**src/rtl/core/gnms_pkg.sv**
```systemverilog
// Shared types and constants for the greedy non-maximum suppression block.
// Used by gnms_front, gnms_back, the top level and the testbench; depends on nothing.
package gnms_pkg;

  localparam int MaxBoxes   = 64;
  localparam int IdxW       = 6;
  localparam int CntW       = 7;
  localparam int CoordW     = 16;
  localparam int ScoreW     = 16;
  localparam int EdgeW      = CoordW + 2;
  localparam int SideW      = EdgeW + 1;
  localparam int AreaW      = 2 * SideW;
  localparam int BoxW       = 4 * CoordW;
  localparam int OrdW       = IdxW + ScoreW;

  // Configuration register indexes.
  localparam logic [2:0] RegCoordFormat = 3'd0;
  localparam logic [2:0] RegMaxPerClass = 3'd1;
  localparam logic [2:0] RegIouThresh   = 3'd2;
  localparam logic [2:0] RegScoreFilter = 3'd3;
  localparam logic [2:0] RegScoreThresh = 3'd4;

  // One set handed from the front part to the back part.
  typedef struct packed {
    logic [7:0]      batch;
    logic [7:0]      klass;
    logic [CntW-1:0] count;
  } set_job_t;

  // Doubled-unit edges of one box: xl, xh, yl, yh.
  typedef struct packed {
    logic signed [EdgeW-1:0] xl;
    logic signed [EdgeW-1:0] xh;
    logic signed [EdgeW-1:0] yl;
    logic signed [EdgeW-1:0] yh;
  } edges_t;

  function automatic edges_t box_edges(input logic [BoxW-1:0] b, input logic fmt);
    logic signed [EdgeW-1:0] a, bb, c, d;
    edges_t e;
    a  = EdgeW'(signed'(b[4*CoordW-1:3*CoordW]));
    bb = EdgeW'(signed'(b[3*CoordW-1:2*CoordW]));
    c  = EdgeW'(signed'(b[2*CoordW-1:CoordW]));
    d  = EdgeW'(signed'(b[CoordW-1:0]));
    if (!fmt) begin
      e.xl = EdgeW'(2 * ((bb < d) ? bb : d));
      e.xh = EdgeW'(2 * ((bb < d) ? d : bb));
      e.yl = EdgeW'(2 * ((a < c) ? a : c));
      e.yh = EdgeW'(2 * ((a < c) ? c : a));
    end else begin
      e.xl = EdgeW'(2 * a - c);
      e.xh = EdgeW'(2 * a + c);
      e.yl = EdgeW'(2 * bb - d);
      e.yh = EdgeW'(2 * bb + d);
    end
    return e;
  endfunction

endpackage

```
**src/rtl/core/gnms_front.sv**
```systemverilog
// Front part: accepts boxes, counts them per set, and queues a set job.
// Depends on gnms_pkg.
module gnms_front (
  input  logic                    clk,
  input  logic                    rst,
  input  logic                    in_valid,
  input  logic                    in_final,
  input  logic [7:0]              in_batch,
  input  logic [7:0]              in_class,
  input  logic                    back_busy,
  output logic                    in_stall,
  output logic                    store_we,
  output logic [gnms_pkg::IdxW-1:0] store_addr,
  output logic                    job_valid,
  output gnms_pkg::set_job_t      job,
  input  logic                    job_take
);
  import gnms_pkg::*;

  logic [CntW-1:0]  box_count;
  logic             job_full;
  logic             accept;

  // The store is shared with the back part, so boxes wait while a set runs.
  assign in_stall   = job_full || back_busy;
  assign accept     = in_valid && !in_stall;
  assign store_we   = accept && (box_count < CntW'(MaxBoxes));
  assign store_addr = box_count[IdxW-1:0];
  assign job_valid  = job_full;

  // Count boxes and hand over the job on the final transfer.
  always_ff @(posedge clk) begin
    if (rst) begin
      box_count <= '0;
      job_full  <= 1'b0;
    end else begin
      if (job_take) begin
        job_full <= 1'b0;
      end
      if (accept) begin
        if (in_final) begin
          job_full  <= 1'b1;
          box_count <= '0;
        end else if (store_we) begin
          box_count <= box_count + 1'b1;
        end
      end
    end
  end

  always_ff @(posedge clk) begin
    if (accept && in_final) begin
      job.batch <= in_batch;
      job.klass <= in_class;
      job.count <= store_we ? box_count + 1'b1 : box_count;
    end
  end
endmodule

```
**config.mk**
```make
export PLATFORM = sky130hd
export DESIGN_NAME = gnms_front
export DESIGN_NICKNAME = d
export VERILOG_FILES = /design/src/rtl/core/gnms_pkg.sv /design/src/rtl/core/gnms_front.sv
export SDC_FILE = /design/constraint.sdc
export NUM_CORES = 1
export LEC_CHECK = 0
export BUFFER_PORTS_ARGS = -buffer_cell sky130_fd_sc_hd__clkbuf_2
export CAP_MARGIN = 20
export CORE_MARGIN = 1.5
export CORE_UTILIZATION = 30
export CTS_CLUSTER_DIAMETER = 200
export CTS_CLUSTER_SIZE = 14
export DETAILED_ROUTE_END_ITERATION = 16
export PLACE_DENSITY = 0.51
export SETUP_SLACK_MARGIN = 0.05
export SYNTH_ARGS = -nofsm -noshare
export SYNTH_HDL_FRONTEND = slang
export SYNTH_SLANG_ARGS = --single-unit
```
**constraint.sdc**
```tcl
create_clock -name clk -period 2.43 [get_ports clk]
set_input_delay 0.729 -clock clk [delete_from_list [all_inputs] [get_ports clk]]
set_output_delay 0.729 -clock clk [all_outputs]
set_load 0.005 [all_outputs]
```
Yosys cells after proc, flatten, opt, wreduce, memory -nomap -nowiden
Cells that the tools add are included.
{"block": "totals", "out_inout_bits": 32, "ff_bits": 31, "word_cells": 17, "mem_count": 0, "input_bits": 22, "mem_bits_ro": 0, "mem_bits_rw": 0, "latch_bits": 0}
{"block": "classes", "mux": 5, "n_reduce_logical": 5, "n_bitwise": 0, "order_cmp": 1, "add_sub_neg": 1, "n_shift": 0, "mul": 0, "n_eq_ne": 0, "div_mod_pow": 0}
{"op": "7-bit 2-to-1 mux", "count": 2}
{"op": "7-bit by 1-bit adder with 7-bit output, second input constant", "count": 1}
{"op": "7-bit < comparator, second input constant", "count": 1}
{"op": "1-bit logical AND", "count": 3}
{"op": "1-bit 2-to-1 mux", "count": 3}
{"op": "1-bit logical NOT", "count": 1}
{"op": "1-bit logical OR", "count": 1}

Longest topological paths before layout
Gate-level depths: netlist (run 1).
{"block": "logic_depth", "word_depth": 6, "ltp_mapped": 5, "depth_no_buf": 5}

Least setup slack after synthesis (run 1)
Ideal clock, no wire load.
{"block": "synth_timing", "path_type": "input port to output port", "startpoint": "in back_busy", "endpoint": "out store_we", "t_arrival_ns": 1.517, "t_required_ns": 1.701, "setup_slack_ns": 0.184, "path_stages": 3, "n_path_buf": 1, "cell_sequence": "or3b_2 > clkbuf_1 > nor2_4"}
{"block": "synth_between", "elab_chain_len": 4}
{"item": "from (decl)", "line_no": "gnms_front.sv:10", "source": "input logic back_busy,"}
{"item": "1-bit logical OR", "line_no": "gnms_front.sv:25", "source": "assign in_stall = job_full || back_busy;"}
{"item": "1-bit logical NOT", "line_no": "gnms_front.sv:26", "source": "assign accept = in_valid && !in_stall;"}
{"item": "1-bit logical AND", "line_no": "gnms_front.sv:26"}
{"item": "1-bit logical AND", "line_no": "gnms_front.sv:27", "source": "assign store_we = accept && (box_count < CntW'(MaxBoxes));"}
{"item": "to (decl)", "line_no": "gnms_front.sv:12", "source": "output logic store_we,"}
Every way passes these cells.

Final worst setup path (run 1)
Same ends and word-level chain as after synthesis.

==> metrics.txt, run 1 <==
hold buffers post-CTS 0; First DRT Iteration DRCs between 60 and 70; flops & latches, synth 31; clk_skew approximately 0.0034 ns; EDFF count, synth 23; largest net degree at the start of global routing 18; clock sinks 31; Crit Path Category input pin to output pin; Synth Area per Inst between 10 and 15 um^2; yosys warns 0; Clock transition at path regs ~0.06 ns; Clock power frac 0.360; Crit path buffers/inverters 2; clock buffer depth 2; Max Cap Viol 0; Tmin final ~2.3 ns; Tot Pwr between 1000 and 1500 uW; Post-synth top flop edfxtp_1; worst min-delay path startpoint box_count[4]; via count slightly below 900; clock root cell clkbuf_8; Fillers ~410; Final setup viols 0; Tcrit/Tclk final 0.944; Global Route Usage Sum 0.117; drt wl/cell roughly 13 um; Netlist cell types 32; asr flop ratio synth 0; Switching Share 0.205; I/O Buffers 53; final worst setup slack about 0.14 ns; most numerous cell on the critical path clkbuf_2; layout cells sized above 1 0.460; outcome finished, final reports clean; Row Count 23; H-Tree Depth 2; CTS Buf Count 5; CP startpoint back_busy; P_sw approximately 210 uW; hpwl dp between 1.5 and 2 mm; Max Freq ~440 MHz; Routed WL between 2 and 3 mm; HP Class flop to flop; crit path capture type output pin; initial antenna violation count 0; cell class contributing the biggest share of worst-path delay simple AND/OR/NAND/NOR gates; critical path's slowest cell or3b_2; global-route wire length before repair 3.83 mm; worst r2r src job_valid; vias in the first global route 854; Slowest Stage Delay on Critical Path about 0.51 ns; # nets final roughly 170; Post-Syn Area between 1000 and 1500 um^2; DP Area between 1500 and 2000 um^2; reg2reg setup slack roughly 0.76 ns; Initial Utilization 0.312; Slew @ Worst Pin around 0.32 ns; Static Leak roughly 0.0007 uW; Syn Nets around 120; TritonCTS clock tree done; DR DRC count 0; Core Box Area slightly above 4000 um^2; post-CTS setup buffers 0; n_diodes 0; worst slack, placed around 0.13 ns; Hold Fails Final Rpt 0; post-route setup TNS 0 ns; DRT Pass-1 Iters 4; width of the die 67.8 um; critical path, cell by cell clkbuf_2, or3b_2, nor2_4, clkbuf_2; post-route cell area 1640 um^2; peak supply drop roughly 270 uV; # IOs 54; pwr dens approximately 620 nW/um^2; Synth Instances 96; fin util 0.407; via/cell ratio roughly 4.5; Max-slew headroom 0.788; Seq/Total Area, Yosys 0.676; P_int between 800 and 900 uW; clk_lat worst skew around 0.27 ns; die height 67.8 um; area grow syn2layout 30.2%; register share of total power 0.576; RSZ-0062 raised after global routing no; die area 4590 um^2; max-slew violations 0; WP data required roughly 1.7 ns; Critical Path Fanout Max 4; Placer Congestion between 0.7 and 0.8; grt ovf 0; CP Data Arrival Time around 1.6 ns; post-CTS sizing 0; CP Launch Type input pin; combinational group share of total power 0.063; post-route antenna net violation count 0
-- per-stage QoR --
stage                     cells  hold WS [ns]
after global placement      192         0.538
after detailed placement    192         0.558
final                       200         0.565
after floorplan              96         0.504
after global routing        200         0.588
after CTS                   200         0.569
-- final cells by class --
| class | instances | area (um^2) | share of cell area |
|---|---|---|---|
| clock buffer | 6 | 72.6 | 0.0443 |
| timing repair buffer | 56 | 300 | 0.183 |
| multi-input combinational | 53 | 338 | 0.206 |
| tap | 50 | 62.6 | 0.0382 |
| sequential | 31 | 851 | 0.519 |
| clock inverter | 2 | 7.51 | 0.00458 |
| inverter | 2 | 7.51 | 0.00458 |
-- cell usage after synthesis, drive strengths merged (3+ instances only) --
cell type | count | share of area
xor2 | 3 | 0.021
nor3b | 3 | 0.018
o21ai | 5 | 0.023
edfxtp | 23 | 0.55
buf | 9 | 0.047
dfxtp | 8 | 0.13
a31oi | 3 | 0.015
nor2 | 8 | 0.030
a21oi | 4 | 0.016
nand3 | 4 | 0.016
nand2 | 5 | 0.015
-- worst paths after layout --
check                      end  cells after the start
setup / recovery      store_we                      4
setup reg to reg        job[1]                      4
hold reg to reg   box_count[4]                      2
hold / removal    box_count[4]                      2
-- metal layers --
layer  part of all wire  routed length [um]  up-vias  track usage
met2               0.45                1140       46        0.194
met4             0.0096                  24        0       0.0375
li1                   -                   -      446            -
met1               0.44                1120      396        0.133
met5                  0                   0        -            0
met3              0.093                 234        5       0.0567
-- cell usage in the layout (no fill, tap or decap), types with 2 or more instances in the layout --
cell type,count
clkbuf_2,53
a21oi_1,4
nor2_1,7
nor3_1,2
clkinv_1,2
o21ai_0,4
dfxtp_1,8
xor2_1,3
inv_1,2
a31oi_1,3
clkbuf_8,5
buf_4,2
edfxtp_1,23
nor3b_1,3
or3_1,2
nand3_1,4
xnor2_1,2
nand2_1,5
-- power by group through the flow --
stage / clock network (uW) / logic [uW] / registers [uW]
floorplan: 0 / 23.3 / 599
global placement: 0 / 64.6 / 598
detailed placement: 0 / 66.0 / 598
CTS: 383 / 66.4 / 587
global route: 409 / 72.5 / 588
finish: 367 / 64.5 / 587
-- cell families after synthesis --
kind of cell             Yosys count  share of synthesized area
AND/OR/NAND/NOR                   33                      0.155
flip-flops                        31                      0.676
AO/OA/AOI/OAI                     13                     0.0596
buffers and inverters             12                     0.0557
XOR/XNOR                           5                     0.0348
multiplexers                       1                    0.00895
adder cells (fa/ha/maj)            1                    0.00994
-- sequential cells by signal, summed over array words and instances, names as in the netlist --
register	flops
job_valid	1
job	23
box_count	7
-- tightest hold or removal path: stages (launching register included) --
cell     delay (ns)
dfxtp_1        0.36
o21ai_0        0.09
a21oi_1        0.06
No activity file was read; power rests on OpenSTA's default activity.
==> run 2: changes to the inputs <==
--- a/config.mk
+++ b/config.mk
@@ -12,7 +12,9 @@
 export CTS_CLUSTER_DIAMETER = 200
 export CTS_CLUSTER_SIZE = 14
 export DETAILED_ROUTE_END_ITERATION = 16
+export MAX_ROUTING_LAYER = met4
 export PLACE_DENSITY = 0.51
+export REMOVE_ABC_BUFFERS = 1
 export SETUP_SLACK_MARGIN = 0.05
 export SYNTH_ARGS = -nofsm -noshare
 export SYNTH_HDL_FRONTEND = slang
==> run 2 against run 1 <==
Net effect: worst setup slack got worse by 0.025 ns; first-iteration DRC count up 20%; flip-flop and latch count is the same; via count increased by 2.9%; highest routed layer unchanged; critical path type unchanged; die area unchanged; cell count unchanged.
==> metrics.txt, run 2 (synthesis results as in run 1) <==
outcome finished, final reports clean; max-slew violations 0; P_int around 950 uW; via/cell ratio between 4 and 5; R2R depth 4; initial antenna violation count 0; peak supply drop 264 uV; post-route setup TNS 0 ns; Placer Congestion 0.865; clk_lat worst skew between 0.2 and 0.3 ns; Switching Share 0.188; P_sw between 200 and 250 uW; RSZ-0062 raised after global routing no; Hold Fails Final Rpt 0; H-Tree Depth 2; clk_skew 0.00428 ns; hpwl dp about 1.9 mm; crit path capture type output pin; global-route wire length before repair 3.72 mm; most common cell after layout, fill and taps aside clkbuf_2; Post-Layout Cell Count 200; Row Count 23; CP Data Arrival Time between 1.5 and 2 ns; First DRT Iteration DRCs 79; Routed WL between 2 and 2.5 mm; R2R Path End job[1]; critical path's slowest cell or3b_2; Max Freq approximately 430 MHz; Global Route Usage Sum 0.115; cell class contributing the biggest share of worst-path delay simple AND/OR/NAND/NOR gates; CP startpoint back_busy; Crit Path Category input pin to output pin; dpl cells approximately 190; post-CTS sizing 0; layout cells sized above 1 0.480; worst r2r src job_valid; DR DRC count 0; combinational group share of total power 0.055; Initial Utilization 0.312; Core Box Area ~4000 um^2; Slowest Stage Delay on Critical Path between 0.5 and 0.6 ns; Clock transition at path regs about 0.060 ns; register share of total power 0.504; die area roughly 4600 um^2; largest net degree at the start of global routing 21; via count 919; drt wl/cell between 10 and 15 um; post-CTS setup buffers 0; CP Depth 4; Max Cap Viol 0; post-route antenna net violation count 0; most numerous cell on the critical path clkbuf_2; # nets final 172; Reg with most FFs job; WP data required ~1.7 ns; Slew @ Worst Pin between 0.3 and 0.4 ns; Final setup viols 0; pwr dens slightly below 700 nW/um^2; Clock power frac 0.441; critical path, cell by cell clkbuf_2, or3b_2, nor2_4, clkbuf_2; clock sinks 31; Tmin final between 2 and 2.5 ns; DRT Pass-1 Iters 3; grt ovf 0; clock buffer depth 2; die height about 68 um; HP Class flop to flop; clock root cell clkbuf_8; Critical Path Fanout Max 4; max FFs per register 23; area grow syn2layout 33.2%; Crit path buffers/inverters 2; vias in the first global route between 800 and 900; most frequent cells in the layout clkbuf_2, edfxtp_1, dfxtp_1; Tcrit/Tclk final 0.955; hold buffers post-CTS 0; # IOs 54; Max-slew headroom 0.790; n_diodes 0; TritonCTS clock tree done; I/O Buffers 53; CP endpoint store_we; CTS Buf Count 5; Static Leak between 0.0007 and 0.0008 uW; reg2reg setup slack 0.75 ns; width of the die 67.8 um; CP Launch Type input pin
-- run 2: final cells by class --
| type | instances | area [um^2] |
|---|---|---|
| clock buffer | 6 | 82.6 |
| clock inverter | 2 | 35.0 |
| fill | 403 | 2350 |
| inverter | 2 | 7.51 |
| multi-input combinational | 53 | 338 |
| sequential | 31 | 851 |
| tap | 50 | 62.6 |
| timing repair buffer | 56 | 300 |
-- run 2: worst min path at each step --
stage | from | depth (start not counted) | to
final | box_count[5] | 2 | box_count[5]
after CTS | box_count[5] | 2 | box_count[5]
after floorplan | box_count[5] | 2 | box_count[5]
after detailed placement | box_count[5] | 2 | box_count[5]
after global placement | box_count[5] | 2 | box_count[5]
after global routing | box_count[5] | 2 | box_count[5]
-- run 2: power groups by stage --
stage | clock, uW | combinational, uW | sequential, uW
2_1_floorplan | 0 | 19.8 | 599
3_3_place_gp | 0 | 65.1 | 598
3_5_place_dp | 0 | 65.7 | 598
4_1_cts | 529 | 66.0 | 587
5_1_grt | 550 | 72.4 | 588
6_report | 514 | 64.5 | 587
-- run 2: layer usage --
layer | GRT usage | wire length [um]
met1 | 0.129 | 1110
met5 | - | 0
met2 | 0.185 | 1050
met3 | 0.0483 | 270
met4 | 0.0375 | 29
-- run 2: through the flow --
| stage | area [um^2] | utilization | hold slack [ns] | worst slack (ns) | power (uW) |
|---|---|---|---|---|---|
| 2_1_floorplan | 1200 | - | 0.507 | 0.267 | 619 |
| 3_3_place_gp | 1560 | 0.387 | 0.542 | 0.117 | 663 |
| 3_5_place_dp | 1560 | 0.387 | 0.538 | 0.104 | 664 |
| 4_1_cts | 1680 | 0.416 | 0.550 | 0.104 | 1180 |
| 5_1_grt | 1680 | 0.416 | 0.586 | 0.0855 | 1210 |
| 6_report | 1680 | 0.416 | 0.548 | 0.111 | 1170 |
-- run 2: worst register-to-register path: stages (launching register included) --
cell     delay, ns
dfxtp_1       0.35
or3b_2        0.50
nor2_4        0.12
buf_4         0.14
mux2_2        0.32
